--- src/rtl/ca_res_pkg.sv ---
// ----------------------------------------------------------------------------
// ca_res_pkg
// Shared types, constants and cell update functions for the cellular
// automaton reservoir step unit.
// ----------------------------------------------------------------------------
`default_nettype none

package ca_res_pkg;

    localparam int CELL_W         = 2;
    localparam int NUM_STATES_W   = 2;
    localparam int RULE_W         = 54;
    localparam int ITER_W         = 5;
    localparam int MAP_W          = 48;
    localparam int MAP_FIELD_W    = 3;
    localparam int MAP_RES_STRIDE = 12;
    localparam int SYMBOL_COUNT   = 4;
    localparam int RESTART_BIT    = 8;
    localparam int S_TDATA_W      = 16;
    localparam int M_TDATA_W      = 64;
    localparam int M_TUSER_W      = 4;
    localparam int OUT_CELLS      = 32;
    localparam int CFG_INDEX_W    = 2;
    localparam int CFG_DATA_W     = 54;

    localparam logic [CFG_INDEX_W-1:0] CFG_NUM_STATES = 2'd0;
    localparam logic [CFG_INDEX_W-1:0] CFG_RULE_TABLE = 2'd1;
    localparam logic [CFG_INDEX_W-1:0] CFG_ITERATIONS = 2'd2;
    localparam logic [CFG_INDEX_W-1:0] CFG_INPUT_MAP  = 2'd3;

    localparam logic [NUM_STATES_W-1:0] NUM_STATES_RESET = 2'd3;
    localparam logic [ITER_W-1:0]       ITERATIONS_RESET = 5'd4;

    typedef logic [CELL_W-1:0] cell_t;

    localparam cell_t START_THREE = 2'd2;
    localparam cell_t START_TWO   = 2'd0;

    localparam logic [4:0] RULE_LAST_THREE = 5'd26;
    localparam logic [4:0] RULE_LAST_TWO   = 5'd7;

    typedef struct packed {
        logic load;
        logic step;
    } ctrl_cmd_t;

    typedef struct packed {
        logic last_gen;
        logic out_free;
    } ctrl_sts_t;

    // clamp a cell or rule value to S-1
    function automatic cell_t clamp_digit(cell_t c, logic three);
        cell_t d;
        if (three) begin
            d = (c == 2'd3) ? 2'd2 : c;
        end else begin
            d = (c != 2'd0) ? 2'd1 : 2'd0;
        end
        return d;
    endfunction

    function automatic cell_t next_cell(cell_t l, cell_t c, cell_t r, logic three,
                                        logic [RULE_W-1:0] rule);
        logic [4:0] dl;
        logic [4:0] dc;
        logic [4:0] dr;
        logic [4:0] val;
        logic [4:0] k;
        cell_t      e;
        dl = {3'b000, clamp_digit(l, three)};
        dc = {3'b000, clamp_digit(c, three)};
        dr = {3'b000, clamp_digit(r, three)};
        if (three) begin
            val = (dl << 3) + dl + (dc << 1) + dc + dr;
            k   = RULE_LAST_THREE - val;
        end else begin
            val = (dl << 2) + (dc << 1) + dr;
            k   = RULE_LAST_TWO - val;
        end
        e = CELL_W'(rule >> {k, 1'b0});
        return clamp_digit(e, three);
    endfunction

endpackage

`default_nettype wire

--- src/rtl/ca_res_ctrl.sv ---
// ----------------------------------------------------------------------------
// ca_res_ctrl
// Controller: accepts an item, then steps one generation per cycle while the
// output register is free, until the last generation is produced.
// ----------------------------------------------------------------------------
`default_nettype none

module ca_res_ctrl
    import ca_res_pkg::*;
(
    input  wire logic      aclk,
    input  wire logic      aresetn,
    input  wire logic      s_tvalid,
    output logic           s_tready,
    output ctrl_cmd_t      cmd,
    input  wire ctrl_sts_t sts
);

    localparam logic ST_IDLE = 1'b0;
    localparam logic ST_RUN  = 1'b1;

    logic state_reg;
    logic state_next;

    assign s_tready = (state_reg == ST_IDLE);
    assign cmd.load = s_tvalid && s_tready;
    assign cmd.step = (state_reg == ST_RUN) && sts.out_free;

    always_comb begin
        state_next = state_reg;
        case (state_reg)
            ST_IDLE: begin
                if (cmd.load) begin
                    state_next = ST_RUN;
                end
            end
            ST_RUN: begin
                if (cmd.step && sts.last_gen) begin
                    state_next = ST_IDLE;
                end
            end
            default: state_next = ST_IDLE;
        endcase
    end

    always_ff @(posedge aclk) begin
        if (!aresetn) begin
            state_reg <= ST_IDLE;
        end else begin
            state_reg <= state_next;
        end
    end

endmodule

`default_nettype wire

--- src/rtl/ca_res_dp.sv ---
// ----------------------------------------------------------------------------
// ca_res_dp
// Datapath: configuration registers, cell row, symbol injection, combinational
// generation update, generation counter and output register.
// ----------------------------------------------------------------------------
`default_nettype none

module ca_res_dp
    import ca_res_pkg::*;
#(
    parameter int RESERVOIRS       = 4,
    parameter int RESERVOIR_LENGTH = 8,
    parameter int INPUT_COUNT      = 4,
    parameter int MAX_ITERATIONS   = 16
) (
    input  wire logic                   aclk,
    input  wire logic                   aresetn,
    input  wire logic                   cfg_wr_en,
    input  wire logic [CFG_INDEX_W-1:0] cfg_index,
    input  wire logic [CFG_DATA_W-1:0]  cfg_wdata,
    input  wire logic [S_TDATA_W-1:0]   s_tdata,
    input  wire logic                   m_tready,
    output logic                        m_tvalid,
    output logic [M_TDATA_W-1:0]        m_tdata,
    output logic [M_TUSER_W-1:0]        m_tuser,
    output logic                        m_tlast,
    input  wire ctrl_cmd_t              cmd,
    output ctrl_sts_t                   sts
);

    localparam int CELLS = RESERVOIRS * RESERVOIR_LENGTH;
    localparam int CNT_W = $clog2(MAX_ITERATIONS + 1);
    localparam int EW    = (CNT_W > ITER_W) ? CNT_W : ITER_W;

    logic [NUM_STATES_W-1:0] num_states_reg;
    logic [RULE_W-1:0]       rule_table_reg;
    logic [ITER_W-1:0]       iterations_reg;
    logic [MAP_W-1:0]        input_map_reg;

    always_ff @(posedge aclk) begin
        if (!aresetn) begin
            num_states_reg <= NUM_STATES_RESET;
            rule_table_reg <= '0;
            iterations_reg <= ITERATIONS_RESET;
            input_map_reg  <= '0;
        end else if (cfg_wr_en) begin
            case (cfg_index)
                CFG_NUM_STATES: num_states_reg <= cfg_wdata[NUM_STATES_W-1:0];
                CFG_RULE_TABLE: rule_table_reg <= cfg_wdata[RULE_W-1:0];
                CFG_ITERATIONS: iterations_reg <= cfg_wdata[ITER_W-1:0];
                CFG_INPUT_MAP:  input_map_reg  <= cfg_wdata[MAP_W-1:0];
                default: ;
            endcase
        end
    end

    logic  three;
    cell_t start_val;
    logic  restart;

    assign three     = (num_states_reg == 2'd3);
    assign start_val = three ? START_THREE : START_TWO;
    assign restart   = s_tdata[RESTART_BIT];

    cell_t sym [SYMBOL_COUNT];
    for (genvar j = 0; j < SYMBOL_COUNT; j++) begin : g_sym
        assign sym[j] = s_tdata[CELL_W*j +: CELL_W];
    end

    // mapped offsets, reduced by the reservoir length when at or above it
    logic [MAP_FIELD_W-1:0] off_mod [RESERVOIRS][INPUT_COUNT];
    for (genvar r = 0; r < RESERVOIRS; r++) begin : g_res
        for (genvar j = 0; j < INPUT_COUNT; j++) begin : g_in
            localparam int POS = MAP_RES_STRIDE * r + MAP_FIELD_W * j;
            logic [MAP_FIELD_W-1:0] off_raw;
            if (POS + MAP_FIELD_W <= MAP_W) begin : g_map
                assign off_raw = input_map_reg[POS +: MAP_FIELD_W];
            end else begin : g_zero
                assign off_raw = '0;
            end
            if (RESERVOIR_LENGTH < (1 << MAP_FIELD_W)) begin : g_wrap
                assign off_mod[r][j] = (off_raw >= MAP_FIELD_W'(RESERVOIR_LENGTH)) ?
                                       off_raw - MAP_FIELD_W'(RESERVOIR_LENGTH) : off_raw;
            end else begin : g_keep
                assign off_mod[r][j] = off_raw;
            end
        end
    end

    cell_t row_reg  [CELLS];
    cell_t inj_cells[CELLS];
    cell_t gen_cells[CELLS];

    for (genvar i = 0; i < CELLS; i++) begin : g_cell
        localparam int RES   = i / RESERVOIR_LENGTH;
        localparam int LOC   = i % RESERVOIR_LENGTH;
        localparam int LEFT  = (i + CELLS - 1) % CELLS;
        localparam int RIGHT = (i + 1) % CELLS;

        // later inputs win on duplicate offsets
        always_comb begin
            inj_cells[i] = restart ? start_val : row_reg[i];
            for (int j = 0; j < INPUT_COUNT; j++) begin
                if ((LOC < (1 << MAP_FIELD_W)) && (off_mod[RES][j] == MAP_FIELD_W'(LOC))) begin
                    inj_cells[i] = sym[j];
                end
            end
        end

        assign gen_cells[i] = next_cell(row_reg[LEFT], row_reg[i], row_reg[RIGHT],
                                        three, rule_table_reg);
    end

    always_ff @(posedge aclk) begin
        if (!aresetn) begin
            for (int i = 0; i < CELLS; i++) begin
                row_reg[i] <= START_THREE;
            end
        end else if (cmd.load) begin
            row_reg <= inj_cells;
        end else if (cmd.step) begin
            row_reg <= gen_cells;
        end
    end

    logic [EW-1:0]    iter_ext;
    logic [EW-1:0]    iter_eff;
    logic [CNT_W-1:0] last_idx_reg;
    logic [CNT_W-1:0] gen_cnt_reg;

    always_comb begin
        iter_ext = EW'(iterations_reg);
        if (iter_ext == '0) begin
            iter_eff = EW'(1);
        end else if (iter_ext > EW'(MAX_ITERATIONS)) begin
            iter_eff = EW'(MAX_ITERATIONS);
        end else begin
            iter_eff = iter_ext;
        end
    end

    always_ff @(posedge aclk) begin
        if (!aresetn) begin
            gen_cnt_reg  <= '0;
            last_idx_reg <= '0;
        end else if (cmd.load) begin
            gen_cnt_reg  <= '0;
            last_idx_reg <= CNT_W'(iter_eff - EW'(1));
        end else if (cmd.step) begin
            gen_cnt_reg  <= gen_cnt_reg + CNT_W'(1);
        end
    end

    logic [M_TDATA_W-1:0] out_bits;
    for (genvar i = 0; i < OUT_CELLS; i++) begin : g_out
        if (i < CELLS) begin : g_used
            assign out_bits[CELL_W*i +: CELL_W] = gen_cells[i];
        end else begin : g_pad
            assign out_bits[CELL_W*i +: CELL_W] = '0;
        end
    end

    logic                 out_valid_reg;
    logic [M_TDATA_W-1:0] out_data_reg;
    logic [M_TUSER_W-1:0] out_gen_reg;
    logic                 out_last_reg;

    always_ff @(posedge aclk) begin
        if (!aresetn) begin
            out_valid_reg <= 1'b0;
        end else if (cmd.step) begin
            out_valid_reg <= 1'b1;
        end else if (m_tready) begin
            out_valid_reg <= 1'b0;
        end
    end

    always_ff @(posedge aclk) begin
        if (cmd.step) begin
            out_data_reg <= out_bits;
            out_gen_reg  <= M_TUSER_W'(gen_cnt_reg);
            out_last_reg <= sts.last_gen;
        end
    end

    assign sts.last_gen = (gen_cnt_reg == last_idx_reg);
    assign sts.out_free = !out_valid_reg || m_tready;

    assign m_tvalid = out_valid_reg;
    assign m_tdata  = out_data_reg;
    assign m_tuser  = out_gen_reg;
    assign m_tlast  = out_last_reg;

endmodule

`default_nettype wire

--- src/rtl/cellular_automaton_reservoir_step_unit.sv ---
// ----------------------------------------------------------------------------
// cellular_automaton_reservoir_step_unit
// Cellular automaton reservoir: injects four symbols per item into every
// reservoir of the cell row, then runs the configured number of generations.
// ----------------------------------------------------------------------------
// an item is loaded into the cell row, then each generation goes to the output register
// one generation of the whole row per cycle in the row update logic while the
//   output register is free
// the next item is taken while the last generation still waits on the output
// reset (synchronous, aresetn low): row filled with 2, registers at defaults
`default_nettype none

module cellular_automaton_reservoir_step_unit
    import ca_res_pkg::*;
#(
    parameter int RESERVOIRS       = 4,
    parameter int RESERVOIR_LENGTH = 8,
    parameter int INPUT_COUNT      = 4,
    parameter int MAX_ITERATIONS   = 16
) (
    input  wire logic                   aclk,
    input  wire logic                   aresetn,
    input  wire logic                   cfg_wr_en,
    input  wire logic [CFG_INDEX_W-1:0] cfg_index,
    input  wire logic [CFG_DATA_W-1:0]  cfg_wdata,
    input  wire logic                   s_tvalid,
    output logic                        s_tready,
    input  wire logic [S_TDATA_W-1:0]   s_tdata,  // symbol_a, symbol_b, symbol_c, symbol_d, restart
    output logic                        m_tvalid,
    input  wire logic                   m_tready,
    output logic [M_TDATA_W-1:0]        m_tdata,  // row_cells
    output logic [M_TUSER_W-1:0]        m_tuser,  // generation
    output logic                        m_tlast
);

    ctrl_cmd_t cmd;
    ctrl_sts_t sts;

    ca_res_ctrl u_ctrl (
        .aclk     (aclk),
        .aresetn  (aresetn),
        .s_tvalid (s_tvalid),
        .s_tready (s_tready),
        .cmd      (cmd),
        .sts      (sts)
    );

    ca_res_dp #(
        .RESERVOIRS       (RESERVOIRS),
        .RESERVOIR_LENGTH (RESERVOIR_LENGTH),
        .INPUT_COUNT      (INPUT_COUNT),
        .MAX_ITERATIONS   (MAX_ITERATIONS)
    ) u_dp (
        .aclk      (aclk),
        .aresetn   (aresetn),
        .cfg_wr_en (cfg_wr_en),
        .cfg_index (cfg_index),
        .cfg_wdata (cfg_wdata),
        .s_tdata   (s_tdata),
        .m_tready  (m_tready),
        .m_tvalid  (m_tvalid),
        .m_tdata   (m_tdata),
        .m_tuser   (m_tuser),
        .m_tlast   (m_tlast),
        .cmd       (cmd),
        .sts       (sts)
    );

endmodule

`default_nettype wire

--- config.mk ---
export PLATFORM = sky130hd
export DESIGN_NAME = cellular_automaton_reservoir_step_unit
export DESIGN_NICKNAME = d
export VERILOG_FILES = /design/src/rtl/ca_res_pkg.sv /design/src/rtl/ca_res_ctrl.sv /design/src/rtl/ca_res_dp.sv /design/src/rtl/cellular_automaton_reservoir_step_unit.sv
export SDC_FILE = /design/constraint.sdc
export NUM_CORES = 2
export LEC_CHECK = 0
export BUFFER_PORTS_ARGS = -buffer_cell sky130_fd_sc_hd__buf_2
export CELL_PAD_IN_SITES_DETAIL_PLACEMENT = 0
export CELL_PAD_IN_SITES_GLOBAL_PLACEMENT = 1
export CORE_MARGIN = 1
export CORE_UTILIZATION = 40
export CTS_CLUSTER_DIAMETER = 120
export CTS_CLUSTER_SIZE = 40
export DETAILED_ROUTE_END_ITERATION = 16
export PLACE_DENSITY_LB_ADDON = 0.1
export SYNTH_ARGS = -nofsm -noshare
export SYNTH_HDL_FRONTEND = slang
export SYNTH_SLANG_ARGS = --single-unit
--- constraint.sdc ---
create_clock -name aclk -period 10.3 [get_ports aclk]
set_input_delay 1.03 -clock aclk [delete_from_list [all_inputs] [get_ports aclk]]
set_output_delay 1.03 -clock aclk [all_outputs]
set_load 0.02 [all_outputs]
==> metrics <==
layout filler cell count 11100; Clock Latency Late Sink 0.66 ns; Post-CTS Resized 0; core footprint 106000 sq um; die area 109000 sq um; Post-synth EDFFs 69; vias per cell 6.58; area share of the largest cell type after synthesis 9.39%; crit-path max cell delay 0.84 ns; WL final 215 mm; FFs w/ async S/R, synth 0%; # nets final 6080; number of global-route vias before repair 41900; most used flip-flop cell after synthesis dfxtp_1; crit path cell chain and2_4, buf_4, nand2_1, inv_1, nor2_1, inv_1, xnor2_1, ha_1, fa_1, nand3b_1, nand2_1, a211oi_1, a211oi_1, a211oi_1, or3b_1, a21oi_1, o21ai_1, a41o_1; most frequent cell after synthesis nand2_1; clock-pin slew on the worst setup and hold paths 0.15 ns; CTS root buffer clkbuf_16; total gr overflow 0; Final Hold Viols 0; flops & latches, synth 254; largest net degree at the start of global routing 116; Final Max Slew Viols 0; Hold Crit Class reg2reg; Mapped Area 43100 sq um; H-Tree Depth 1; achievable frequency 0.145 GHz; Final Critical Period 6.92 ns; die height 330 um; status complete, no violations; area growth from synthesis to layout 4.03%; Synth top cells by count 1077 x nand2_1, 379 x clkbuf_1, 379 x mux2i_1; per-cell routed wire length 30.4 um; Setup Viol. Count Final 0; Total GRT Usage 38.1%; Critical Path RT 10.77 ns; Worst Setup Path Type reg2reg; die width 330 um; Clock Sinks 254; initial antenna violation count 11; worst endpoint data arrival time 7.39 ns; Top delay family on crit path simple AND/OR/NAND/NOR gates; first-pass GRT wire length 305 mm; Setup Skew 0.103 ns; via count 46600; Starting Density 40.6%; yosys warns 0; share of cells above drive strength 1 9.77%; Top cell by count, worst path a211oi_1; clk buf depth 3; CP max FO 27; post-synthesis instance total 5954; GP Congestion 1.02; CTS Hold Bufs 0; drt drc 0; Worst-Margin Slew 1.36 ns; Port-buffer cells 140; Fin Setup TNS 0 ns; register area share after synthesis 13.4%; startpoint types flop; max_cap viols 0; CTS buffer count 19; Yosys cell types 103; Final period util 67.2%; area leader, netlist nand2_1; Mapped Avg Cell Area 7.23 sq um; critical path endpoint category flop; Worst Path Buf+Inv 3; Synth area leaders nand2_1 9.4%, mux2i_1 8.8%, dfxtp_1 8.6%, ha_1 6.0%, fa_1 6.0%; TritonRoute pass-1 iters 6; relative slew slack 9.09%; post-route ant nets 0; RSZ-0062 raised after global routing no; Worst path slowest cell a21oi_1; CTS tree yes; # IOs 148; Row Count 119; total setup buffers inserted after CTS 0; Final HPWL DP 142 mm; Detailed Route Iter0 Violations 5868
==> layout make-up <==
type / count / area [sq um] / share of cell area [%]
Inverter: 345 / 1300 / 2.90
Clock inverter: 14 / 245 / 0.547
Tap cell: 1391 / 1740 / 3.89
Sequential cell: 254 / 5820 / 13.0
Antenna cell: 5 / 12.5 / 0.0279
Timing Repair Buffer: 275 / 1740 / 3.89
Clock buffer: 20 / 479 / 1.07
Multi-Input combinational cell: 4774 / 33500 / 74.7
==> per-layer routing <==
layer	GRT usage (%)	vias to the layer above	part of all wire (%)
li1	-	20700	-
met1	50.1	22500	40
met2	57.3	2717	42
met3	8.42	663	11
met4	22.1	12	7.1
met5	0	-	0.039
==> per-stage QoR <==
step | instance area [sq um] | util [%] | worst slack (ns) | instances | hold slack [ns]
2_1_floorplan | 43200 | - | 4.87 | 5979 | 0.448
3_3_place_gp | 44100 | 41.6 | 3.73 | 7039 | 0.441
3_5_place_dp | 44100 | 41.6 | 3.67 | 7039 | 0.451
4_1_cts | 44800 | 42.2 | 3.54 | 7073 | 0.470
5_1_grt | 44800 | 42.2 | 3.17 | 7074 | 0.487
6_report | 44800 | 42.3 | 3.38 | 7078 | 0.470
==> worst min-delay path: stages (launching register included) <==
cell and delay (ns):
dfxtp_2 0.35, nand2_1 0.05, a21oi_1 0.05
==> cells in the final DEF (no fill, tap or decap), types with 72 or more instances in the layout <==
cell type	n
nor2_1	345
xnor2_1	147
ha_1	206
mux2i_1	379
nand3_1	158
o211ai_1	123
buf_4	134
fa_1	128
nor3_1	72
nand2_1	1076
a211oi_1	270
inv_1	335
a31oi_1	91
buf_2	139
o21ai_0	185
a311oi_1	124
and3_1	214
a21oi_1	337
dfxtp_1	152
==> path summary, 6_finish.rpt <==
path | start | to | slack [ns] | cells past startpoint
setup / recovery | u_dp.num_states_reg[0]$_SDFFE_PN1P_ | u_dp.row_reg[34]$_SDFFE_PN0P_ | 3.38 | 18
hold / removal | u_dp.rule_table_reg[7]$_SDFFE_PN0P_ | u_dp.rule_table_reg[7]$_SDFFE_PN0P_ | 0.47 | 2
setup reg to reg | u_dp.num_states_reg[0]$_SDFFE_PN1P_ | u_dp.row_reg[34]$_SDFFE_PN0P_ | 3.38 | 18
hold reg to reg | u_dp.rule_table_reg[7]$_SDFFE_PN0P_ | u_dp.rule_table_reg[7]$_SDFFE_PN0P_ | 0.47 | 2
==> cell families (layout without fill, tap and decap cells) <==
| group | after synthesis | in the layout | synth area share [%] |
|---|---|---|---|
| xor+xnor | 207 | 207 | 4.26 |
| flops | 254 | 254 | 13.4 |
| other cells | 1 | 31 | 0.00871 |
| fa+ha+maj | 334 | 334 | 11.9 |
| mux | 506 | 506 | 13.6 |
| simple gates | 2116 | 2116 | 22.2 |
| compound gates | 1585 | 1585 | 25.2 |
| buf+inv | 951 | 654 | 9.31 |
Power is not shown: default switching activity piles up to over one toggle a cycle in this logic, so the estimate is an artifact.
